<file path="src/rtl/marker_code_rotation_matcher_core_macros.svh">
// ----------------------------------------------------------------------------
// marker_code_rotation_matcher_core_macros.svh
// assertion macros for the marker code matcher; empty when synthesizing
// ----------------------------------------------------------------------------
`ifndef MARKER_CODE_ROTATION_MATCHER_CORE_MACROS_SVH
`define MARKER_CODE_ROTATION_MATCHER_CORE_MACROS_SVH

`ifndef SYNTHESIS

// condition holds in the same cycle
`define MCRM_ASSERT_SAME(label, clk, rst_n, cond, prop) \
    label: assert property (@(posedge clk) disable iff (!rst_n) (cond) |-> (prop)) \
        else $error("assertion failed: label");

// condition leads to property in the next cycle
`define MCRM_ASSERT_NEXT(label, clk, rst_n, cond, prop) \
    label: assert property (@(posedge clk) disable iff (!rst_n) (cond) |=> (prop)) \
        else $error("assertion failed: label");

`else

`define MCRM_ASSERT_SAME(label, clk, rst_n, cond, prop)
`define MCRM_ASSERT_NEXT(label, clk, rst_n, cond, prop)

`endif

`endif

</file>
<file path="src/rtl/mcrm_pkg.sv">
// ----------------------------------------------------------------------------
// mcrm_pkg
// types, register indexes, reset values and bit helpers for the matcher
// ----------------------------------------------------------------------------
`timescale 1ns / 1ps

package mcrm_pkg;

    localparam int CodeWidth   = 16;
    localparam int DistWidth   = 5;
    localparam int SlotCount   = 4;
    localparam int TurnCount   = 4;
    localparam int CandCount   = SlotCount * TurnCount;
    localparam int CandWidth   = $clog2(CandCount);
    localparam int SlotWidth   = $clog2(SlotCount);
    localparam int TurnWidth   = $clog2(TurnCount);
    localparam int CfgIdxWidth = 3;

    typedef logic [CodeWidth-1:0]   code_t;
    typedef logic [DistWidth-1:0]   dist_t;
    typedef logic [CandWidth-1:0]   cand_t;
    typedef logic [SlotWidth-1:0]   slot_t;
    typedef logic [TurnWidth-1:0]   turn_t;
    typedef logic [CfgIdxWidth-1:0] cfg_idx_t;

    typedef enum logic [CfgIdxWidth-1:0] {
        REG_PATTERN_ZERO  = 3'd0,
        REG_PATTERN_ONE   = 3'd1,
        REG_PATTERN_TWO   = 3'd2,
        REG_PATTERN_THREE = 3'd3,
        REG_MAX_DISTANCE  = 3'd4
    } reg_idx_t;

    localparam code_t PATTERN_ZERO_RST  = 16'h899F;
    localparam code_t PATTERN_ONE_RST   = 16'hE588;
    localparam code_t PATTERN_TWO_RST   = 16'hED70;
    localparam code_t PATTERN_THREE_RST = 16'hF054;
    localparam dist_t MAX_DISTANCE_RST  = 5'd4;
    localparam dist_t DIST_MAX          = 5'd16;

    // one clockwise quarter turn: cell (r,c) moves to (c,3-r)
    function automatic code_t rotate_cw(input code_t w);
        code_t res;
        res = '0;
        for (int r = 0; r < 4; r++)
        begin
            for (int c = 0; c < 4; c++)
            begin
                res[c*4 + (3-r)] = w[r*4 + c];
            end
        end
        return res;
    endfunction

    // adder tree popcount
    function automatic dist_t ones16(input code_t w);
        logic [1:0] s1 [8];
        logic [2:0] s2 [4];
        logic [3:0] s3 [2];
        for (int i = 0; i < 8; i++)
        begin
            s1[i] = {1'b0, w[2*i]} + {1'b0, w[2*i+1]};
        end
        for (int i = 0; i < 4; i++)
        begin
            s2[i] = {1'b0, s1[2*i]} + {1'b0, s1[2*i+1]};
        end
        for (int i = 0; i < 2; i++)
        begin
            s3[i] = {1'b0, s2[2*i]} + {1'b0, s2[2*i+1]};
        end
        return {1'b0, s3[0]} + {1'b0, s3[1]};
    endfunction

endpackage

</file>
<file path="src/rtl/marker_code_rotation_matcher_core.sv">
// ----------------------------------------------------------------------------
// marker_code_rotation_matcher_core
// matches a sampled 4x4 marker code against four pattern words at all four
// rotations and reports the best slot, turn count, distance and match flag
//
// channel   direction  signals
// in        input      in_valid, in_ready, cell_bits
// out       output     out_valid, out_ready, matched, pattern_slot,
//                      rotations, distance
// cfg       input      cfg_valid, cfg_ready, cfg_index, cfg_data
//
// one code per cycle sustained while the result side is not stalled; a code is
// held in the input register, then in the result register, and its result is
// valid once it sits in the result register
// the sixteen popcounts and the min tree sit between those two registers
// reset loads the pattern words and limit with their defaults, clears valids
// a stalled result holds the result register; the input register keeps
// taking a code while it is empty or the result register can move
// cfg_ready is always high; indexes above the register list are ignored
// ----------------------------------------------------------------------------
`timescale 1ns / 1ps

`include "marker_code_rotation_matcher_core_macros.svh"

module marker_code_rotation_matcher_core
(
    input  logic                     clk,
    input  logic                     rst_n,

    input  logic                     in_valid,
    output logic                     in_ready,
    input  mcrm_pkg::code_t          cell_bits,

    output logic                     out_valid,
    input  logic                     out_ready,
    output logic                     matched,
    output mcrm_pkg::slot_t          pattern_slot,
    output mcrm_pkg::turn_t          rotations,
    output mcrm_pkg::dist_t          distance,

    input  logic                     cfg_valid,
    output logic                     cfg_ready,
    input  mcrm_pkg::cfg_idx_t       cfg_index,
    input  logic [15:0]              cfg_data
);
    import mcrm_pkg::*;

    code_t pattern_reg [SlotCount];
    dist_t max_distance_reg;

    logic  stage_valid_reg;
    code_t code_reg;
    logic  out_valid_reg;
    logic  matched_reg;
    slot_t slot_reg;
    turn_t turn_reg;
    dist_t dist_reg;

    logic  advance;
    code_t probe [TurnCount];
    dist_t dist_l0 [CandCount];
    cand_t idx_l0  [CandCount];
    dist_t dist_l1 [CandCount/2];
    cand_t idx_l1  [CandCount/2];
    dist_t dist_l2 [CandCount/4];
    cand_t idx_l2  [CandCount/4];
    dist_t dist_l3 [CandCount/8];
    cand_t idx_l3  [CandCount/8];
    dist_t best_dist;
    cand_t best_idx;

    assign cfg_ready = 1'b1;

    // config registers
    always_ff @(posedge clk or negedge rst_n)
    begin
        if (!rst_n)
        begin
            pattern_reg[0]   <= PATTERN_ZERO_RST;
            pattern_reg[1]   <= PATTERN_ONE_RST;
            pattern_reg[2]   <= PATTERN_TWO_RST;
            pattern_reg[3]   <= PATTERN_THREE_RST;
            max_distance_reg <= MAX_DISTANCE_RST;
        end
        else if (cfg_valid && cfg_ready)
        begin
            case (cfg_index)
                REG_PATTERN_ZERO:  pattern_reg[0]   <= cfg_data;
                REG_PATTERN_ONE:   pattern_reg[1]   <= cfg_data;
                REG_PATTERN_TWO:   pattern_reg[2]   <= cfg_data;
                REG_PATTERN_THREE: pattern_reg[3]   <= cfg_data;
                REG_MAX_DISTANCE:  max_distance_reg <= cfg_data[DistWidth-1:0];
                default:           ;
            endcase
        end
    end

    // pipeline handshake
    assign advance   = stage_valid_reg && (!out_valid_reg || out_ready);
    assign in_ready  = !stage_valid_reg || advance;
    assign out_valid = out_valid_reg;

    always_ff @(posedge clk or negedge rst_n)
    begin
        if (!rst_n)
        begin
            stage_valid_reg <= 1'b0;
            out_valid_reg   <= 1'b0;
        end
        else
        begin
            if (in_ready)
            begin
                stage_valid_reg <= in_valid;
            end
            if (advance)
            begin
                out_valid_reg <= 1'b1;
            end
            else if (out_ready)
            begin
                out_valid_reg <= 1'b0;
            end
        end
    end

    always_ff @(posedge clk)
    begin
        if (in_valid && in_ready)
        begin
            code_reg <= cell_bits;
        end
    end

    // distances for every slot and turn, candidate index = slot * 4 + turn
    always_comb
    begin
        probe[0] = code_reg;
        for (int t = 1; t < TurnCount; t++)
        begin
            probe[t] = rotate_cw(probe[t-1]);
        end
        for (int s = 0; s < SlotCount; s++)
        begin
            for (int t = 0; t < TurnCount; t++)
            begin
                dist_l0[s*TurnCount + t] = ones16(probe[t] ^ pattern_reg[s]);
                idx_l0[s*TurnCount + t]  = CandWidth'(s*TurnCount + t);
            end
        end
    end

    // min tree, the lower index wins on a tie
    always_comb
    begin
        for (int i = 0; i < CandCount/2; i++)
        begin
            if (dist_l0[2*i+1] < dist_l0[2*i])
            begin
                dist_l1[i] = dist_l0[2*i+1];
                idx_l1[i]  = idx_l0[2*i+1];
            end
            else
            begin
                dist_l1[i] = dist_l0[2*i];
                idx_l1[i]  = idx_l0[2*i];
            end
        end
        for (int i = 0; i < CandCount/4; i++)
        begin
            if (dist_l1[2*i+1] < dist_l1[2*i])
            begin
                dist_l2[i] = dist_l1[2*i+1];
                idx_l2[i]  = idx_l1[2*i+1];
            end
            else
            begin
                dist_l2[i] = dist_l1[2*i];
                idx_l2[i]  = idx_l1[2*i];
            end
        end
        for (int i = 0; i < CandCount/8; i++)
        begin
            if (dist_l2[2*i+1] < dist_l2[2*i])
            begin
                dist_l3[i] = dist_l2[2*i+1];
                idx_l3[i]  = idx_l2[2*i+1];
            end
            else
            begin
                dist_l3[i] = dist_l2[2*i];
                idx_l3[i]  = idx_l2[2*i];
            end
        end
        if (dist_l3[1] < dist_l3[0])
        begin
            best_dist = dist_l3[1];
            best_idx  = idx_l3[1];
        end
        else
        begin
            best_dist = dist_l3[0];
            best_idx  = idx_l3[0];
        end
    end

    always_ff @(posedge clk)
    begin
        if (advance)
        begin
            matched_reg <= (best_dist <= max_distance_reg);
            slot_reg    <= best_idx[CandWidth-1:TurnWidth];
            turn_reg    <= best_idx[TurnWidth-1:0];
            dist_reg    <= best_dist;
        end
    end

    assign matched      = matched_reg;
    assign pattern_slot = slot_reg;
    assign rotations    = turn_reg;
    assign distance     = dist_reg;

    `MCRM_ASSERT_NEXT(a_in_to_stage, clk, rst_n, in_valid && in_ready, stage_valid_reg)
    `MCRM_ASSERT_NEXT(a_stage_to_out, clk, rst_n, advance, out_valid_reg)
    `MCRM_ASSERT_SAME(a_dist_range, clk, rst_n, out_valid, distance <= DIST_MAX)
    `MCRM_ASSERT_SAME(a_match_flag, clk, rst_n, out_valid && !cfg_valid,
        matched == (distance <= max_distance_reg))

endmodule

</file>
<file path="config.mk">
export PLATFORM = sky130hd
export DESIGN_NAME = marker_code_rotation_matcher_core
export DESIGN_NICKNAME = d
export VERILOG_FILES = /design/src/rtl/mcrm_pkg.sv /design/src/rtl/marker_code_rotation_matcher_core.sv
export VERILOG_INCLUDE_DIRS = /design/src /design/src/rtl
export SDC_FILE = /design/constraint.sdc
export NUM_CORES = 1
export LEC_CHECK = 0
export BUFFER_PORTS_ARGS = -buffer_cell sky130_fd_sc_hd__buf_2
export CORE_MARGIN = 8
export CORE_UTILIZATION = 35
export CTS_CLUSTER_SIZE = 40
export DETAILED_ROUTE_END_ITERATION = 10
export GPL_ROUTABILITY_DRIVEN = 0
export SLEW_MARGIN = 20
export SYNTH_ARGS = -nofsm -noshare
export SYNTH_HDL_FRONTEND = slang
export SYNTH_SLANG_ARGS = --single-unit
export TNS_END_PERCENT = 50
</file>
<file path="constraint.sdc">
create_clock -name clk -period 32.6 [get_ports clk]
set_input_delay 3.26 -clock clk [delete_from_list [all_inputs] [get_ports clk]]
set_output_delay 3.26 -clock clk [all_outputs]
set_load 0.01 [all_outputs]
</file>
Yosys cells after proc, flatten, opt, wreduce, memory -nomap -nowiden
Cells that the tools add are included.

word-level totals
  word-level logic and storage cells = 333
  register bits = 97

operators by class
  bitwise logic cells = 16
  magnitude comparators = 16
  reductions and logical operators = 13
  add/subtract/negate cells = 240
  eq/ne operators = 4
  multiplexer cells = 32

operators with widths
  operator                                                         number
  1-bit by 1-bit adder with 2-bit output                           128
  16-bit bitwise XOR                                               16
  2-bit by 2-bit adder with 3-bit output                           64
  3-bit by 3-bit adder with 4-bit output                           32
  4-bit by 4-bit adder with 5-bit output                           16
  5-bit less-than comparator                                       15
  5-bit two-way mux                                                15
  4-bit two-way mux                                                7
  1-bit two-way mux                                                10
  2-bit AND reduction                                              5
  3-bit by 2-bit == test with 1-bit output, second input constant  2
  5-bit <= comparator                                              1
  3-bit by 1-bit == test with 1-bit output, second input constant  1
  3-bit == test, second input constant                             1
  3-bit logical NOT                                                1
  1-bit logical AND                                                2
  1-bit logical NOT                                                2
  1-bit logical OR                                                 2
  2-bit nonzero test                                               1

Depth between registers and ports, before layout
  depth in word-level cells = 14
  mapped depth = 51
  mapped depth without buffers = 48

Worst setup path after synthesis
Ideal clock, no wire load.

  kind = register to register
  start = register code_reg[0]
  end = register matched_reg, in the netlist matched, data pin
  data arrival time = 10542 ps
  clock period less this slack = 10694 ps
  slack = 21906 ps
  stages on the path, launching flop included = 50
  path through = edfxtp_1 clkbuf_1 clkbuf_1 xnor2_1 fa_1 inv_1 fa_1 fa_1 inv_1 fa_1 inv_1 ha_1 fa_1 inv_1 ha_1 a21o_1 a21o_1 maj3_1 (+14 left out) a21oi_1 a21o_2 clkbuf_8 mux2i_1 ha_1 a21o_1 a21o_1 a21oi_1 o211a_1 a41oi_4 mux2i_1 ha_1 nor2b_1 o21ai_0 nand2b_1 a21oi_1 nor2b_1 o22ai_1

between the ends
  longest elaborated chain between the ends = 14
  elaborated cells between the ends (all ways) = 111

RTL lines
  what                                    RTL line                                  RTL
  start: declaration                      marker_code_rotation_matcher_core.sv:52   code_t code_reg;
  start signal: assignment                marker_code_rotation_matcher_core.sv:131  code_reg <= cell_bits;
  16-bit bitwise XOR                      marker_code_rotation_matcher_core.sv:147  dist_l0[s*TurnCount + t] = ones16(probe[t] ^ pattern_reg[s]);
  1-bit by 1-bit adder with 2-bit output  mcrm_pkg.sv:62                            s1[i] = {1'b0, w[2*i]} + {1'b0, w[2*i+1]};
  2-bit by 2-bit adder with 3-bit output  mcrm_pkg.sv:66                            s2[i] = {1'b0, s1[2*i]} + {1'b0, s1[2*i+1]};
  3-bit by 3-bit adder with 4-bit output  mcrm_pkg.sv:70                            s3[i] = {1'b0, s2[2*i]} + {1'b0, s2[2*i+1]};
  4-bit by 4-bit adder with 5-bit output  mcrm_pkg.sv:72                            return {1'b0, s3[0]} + {1'b0, s3[1]};
  5-bit less-than comparator              marker_code_rotation_matcher_core.sv:158  if (dist_l0[2*i+1] < dist_l0[2*i])
  5-bit two-way mux                       marker_code_rotation_matcher_core.sv:158
  5-bit less-than comparator              marker_code_rotation_matcher_core.sv:171  if (dist_l1[2*i+1] < dist_l1[2*i])
  5-bit two-way mux                       marker_code_rotation_matcher_core.sv:171
  5-bit less-than comparator              marker_code_rotation_matcher_core.sv:184  if (dist_l2[2*i+1] < dist_l2[2*i])
  5-bit two-way mux                       marker_code_rotation_matcher_core.sv:184
  5-bit less-than comparator              marker_code_rotation_matcher_core.sv:195  if (dist_l3[1] < dist_l3[0])
  5-bit two-way mux (*)                   marker_code_rotation_matcher_core.sv:195
  named net best_dist[1]                  marker_code_rotation_matcher_core.sv:69   dist_t best_dist;
  5-bit <= comparator (*)                 marker_code_rotation_matcher_core.sv:211  matched_reg <= (best_dist <= max_distance_reg);
  end signal: assignment                  marker_code_rotation_matcher_core.sv:211
  end: declaration                        marker_code_rotation_matcher_core.sv:54   logic matched_reg;

Mark *: on every way through the listed nets, which the timed path passes. The rest lies on a longest branch.
A chain may end at the register's enable or synchronous reset.

Worst setup path in the final report
  start = register code_reg[15]
  end = register matched_reg, in the netlist matched, data pin

The elaborated chain is that of the path after synthesis.

==> flow_metrics.py <==
metrics = {
    "status": {
        "status": "completed",
    },
    "placement": {
        "dpl.cell_count": 1907,
        "port_buffers": 51,
        "dp_hpwl_mm": 29.6,
    },
    "synth": {
        "synth_cells": 1420,
        "syn_area_per_cell_um2": 10.1,
        "synth_seq_area_share_pct": 18.1,
        "synthArstFlopShare_pct": 73.2,
        "yosysWarnings": 0,
        "synth_flop_cell": "dfrtp_1",
        "netlist_area_um2": 14400,
        "synth_compound_area_share_pct": 8.60,
        "synth_edf_count": 26,
        "synthMuxAreaShare_pct": 8.94,
        "synthAdderAreaFrac_pct": 34.1,
        "ys_ff_latch": 97,
        "synth_xor_area_share_pct": 17.4,
        "yosys.area_share.simple_pct": 4.34,
        "syn-num-nets": 1754,
        "ys_types": 71,
        "synth_top_family_by_area": "adder cells",
    },
    "clocking": {
        "clk_root_buffer_cell": "clkbuf_16",
        "post-cts-setup-buffers": 0,
        "cts_tree": "built",
        "clk_pin_slew_ps": 80,
        "postCtsHoldBufs": 0,
        "clock_sinks": 97,
        "clock_path_buffers": 2,
        "cts_made_buffers": 9,
        "cts_resized": 0,
        "htreeDepth": 3,
        "clock_latency_ps": 380,
    },
    "worst_setup_path": {
        "cp_data_required_time_ps": 32820,
        "worstPathMaxFanout": 16,
        "reg2reg_from": "code_reg[15]",
        "reg2reg_depth": 46,
        "start_kind": "register",
        "rrSetupSlack_ps": 20660,
        "r2r-end": "matched",
        "end_kind": "register",
        "critPathSlowestCell": "edfxtp_1",
        "arrival_ps": 12160,
        "path_class": "reg -> reg",
        "max_stage_delay_ps": 1030,
    },
    "floorplan": {
        "row_count": 74,
        "die_h_um": 219,
        "die_w_um": 219,
        "core_um2": 40700,
        "initial_core_util_pct": 35.3,
        "io_pins": 53,
        "die_area_um2": 47800,
    },
    "sta": {
        "rsz0062_at_grt": "false",
        "tns_ps": 0,
        "slew-limit-headroom_pct": 24.0,
        "finalCritPeriodShare_pct": 36.6,
        "slew_viol_final": 0,
        "worst_slew_pin_slew_ps": 1140,
        "finClkSkew_ps": 22.9,
        "fmax_mhz": 83.8,
        "setup-violations-final": 0,
        "finalHoldViolations": 0,
        "finalCriticalPeriod_ps": 11940,
    },
    "min_path": {
        "min_from": "stage_valid_reg",
        "whs_path_depth": 1,
        "hold_end": "out_valid",
        "min_path_type": "reg -> reg",
    },
    "global_route": {
        "grt_pass1_vias": 10100,
        "grt-ovfl-total": 0,
        "grt_start_max_net_pins": 72,
        "grt_pass1_wl_mm": 57.6,
        "antenna_found_initial": 0,
        "grtUsageTotal_pct": 15.5,
    },
    "finish": {
        "area_growth_pct": 6.13,
        "antenna_cells": 0,
        "fin_util_pct": 37.5,
        "largest_reg_flops": 64,
        "instances_no_fill": 1923,
        "final_nets": 1720,
        "drive_gt1_share_pct": 15.1,
    },
    "detailed_routing": {
        "wirelength_mm": 36.3,
        "wl_per_cell_um": 18.9,
        "vias": 9479,
        "viasPerCell": 4.93,
        "route.detailed.drc": 0,
        "detail-route-antenna-nets": 0,
        "dr.pass1.iters": 4,
        "dr.first_iter.drc_count": 585,
    },
    "job": {
        "drv_cap": 0,
    },
}
## worst max path at each step
| stage | from | endpoint | slack (ps) | depth (start not counted) |
|---|---|---|---|---|
| after global routing | code_reg[10] | matched | 19840 | 45 |
| final | code_reg[15] | matched | 20660 | 46 |
| after floorplan | code_reg[0] | matched | 21910 | 49 |
| after detailed placement | code_reg[10] | matched | 20670 | 45 |
| after global placement | code_reg[15] | matched | 20930 | 46 |
| after CTS | code_reg[15] | matched | 20610 | 46 |
## cells in the final DEF (no fill, tap or decap), types with 3 or more instances in the layout
| cell type | count |
|---|---|
| a21oi_1 | 53 |
| edfxtp_1 | 26 |
| inv_1 | 211 |
| o21ai_0 | 34 |
| mux2_4 | 4 |
| nand2b_1 | 10 |
| nand3_1 | 6 |
| a31oi_1 | 7 |
| mux2_2 | 72 |
| ha_1 | 134 |
| a41oi_2 | 3 |
| xor2_1 | 189 |
| dfrtp_1 | 38 |
| dfstp_2 | 33 |
| nor3_1 | 5 |
| xnor2_1 | 97 |
| a21o_1 | 41 |
| fa_1 | 160 |
| buf_4 | 11 |
| buf_2 | 50 |
| a221oi_1 | 3 |
| and2_1 | 3 |
| a211o_1 | 4 |
| mux2i_1 | 39 |
| clkbuf_16 | 9 |
| nand2_1 | 45 |
| inv_6 | 3 |
| nor2_1 | 24 |
| nor2b_1 | 16 |
## layout make-up
type,count,area [µm²]
sequential,97,2600
clock inverter,7,78.8
clock buffer,9,225
inverter,211,792
multi-input combinational,1006,10600
timing repair buffer,61,333
fill,4029,25500
tap,532,666
## cell families (layout without fill, tap and decap cells)
kind of cell,after synthesis,in the layout
buffers and inverters,317,288
adder cells (fa/ha/maj),297,297
other,1,1
multiplexers,117,117
AO/OA/AOI/OAI,179,179
XOR/XNOR,286,286
flip-flops,97,97
AND/OR/NAND/NOR,126,126
## cell usage after synthesis, types with 2 or more instances
master | count | share of area (%)
a221oi_1 | 3 | 0.18
o21a_1 | 2 | 0.10
a21oi_1 | 53 | 1.8
nor2_1 | 24 | 0.63
nor3_1 | 5 | 0.17
xnor2_1 | 97 | 5.9
a21oi_2 | 2 | 0.12
a21o_2 | 2 | 0.12
maj3_1 | 2 | 0.14
buf_4 | 2 | 0.10
nor2b_1 | 16 | 0.70
a22o_1 | 2 | 0.12
o21ai_0 | 34 | 1.2
clkbuf_8 | 2 | 0.19
mux2i_1 | 39 | 2.7
clkbuf_1 | 67 | 1.7
mux2_2 | 72 | 5.6
inv_1 | 211 | 5.5
dfrtp_1 | 38 | 6.6
o22ai_1 | 2 | 0.087
nand4_1 | 2 | 0.087
a31oi_1 | 7 | 0.30
nand3_1 | 6 | 0.21
xor2_1 | 189 | 12
and2_1 | 3 | 0.13
ha_1 | 134 | 12
o21ai_2 | 2 | 0.12
nand2b_1 | 10 | 0.43
nor3b_1 | 3 | 0.16
o21bai_1 | 2 | 0.10
a211o_1 | 4 | 0.24
nand2_1 | 45 | 1.2
edfxtp_1 | 26 | 5.4
buf_1 | 35 | 0.91
o21ai_1 | 2 | 0.070
a41oi_2 | 3 | 0.34
dfstp_2 | 33 | 6.0
a21o_1 | 41 | 2.1
o31ai_4 | 2 | 0.30
o211a_1 | 2 | 0.14
a31o_2 | 2 | 0.12
mux2_4 | 4 | 0.42
fa_1 | 160 | 22
## critical path: cells and delay by family (launching register included)
kind	cells	cell delay (ps)
xor+xnor	2	540
fa+ha+maj	12	4590
simple gates	6	790
mux	4	1170
buf+inv	5	310
flops	1	1030
compound gates	17	3360
## metal layers
layer,share of wire (%),vias to the layer above,global-route usage (%),routed length [µm]
li1,-,4457,-,-
met1,49,4749,22.1,17900
met2,43,235,23.7,15400
met3,6.0,38,3.30,2180
met4,2.1,0,3.71,772
met5,0,-,0,0
## metrics by stage
stage	hold slack, ps	setup slack (ps)	cell area (µm²)
5_1_grt	519	19840	15300
4_1_cts	498	20610	15300
3_3_place_gp	472	20930	15000
6_report	487	20660	15300
3_5_place_dp	479	20670	15000
2_1_floorplan	449	21910	14400
Power is left out: the tool's default activity adds up to more than one toggle a clock period on the data nets, which glitch-free logic cannot reach.
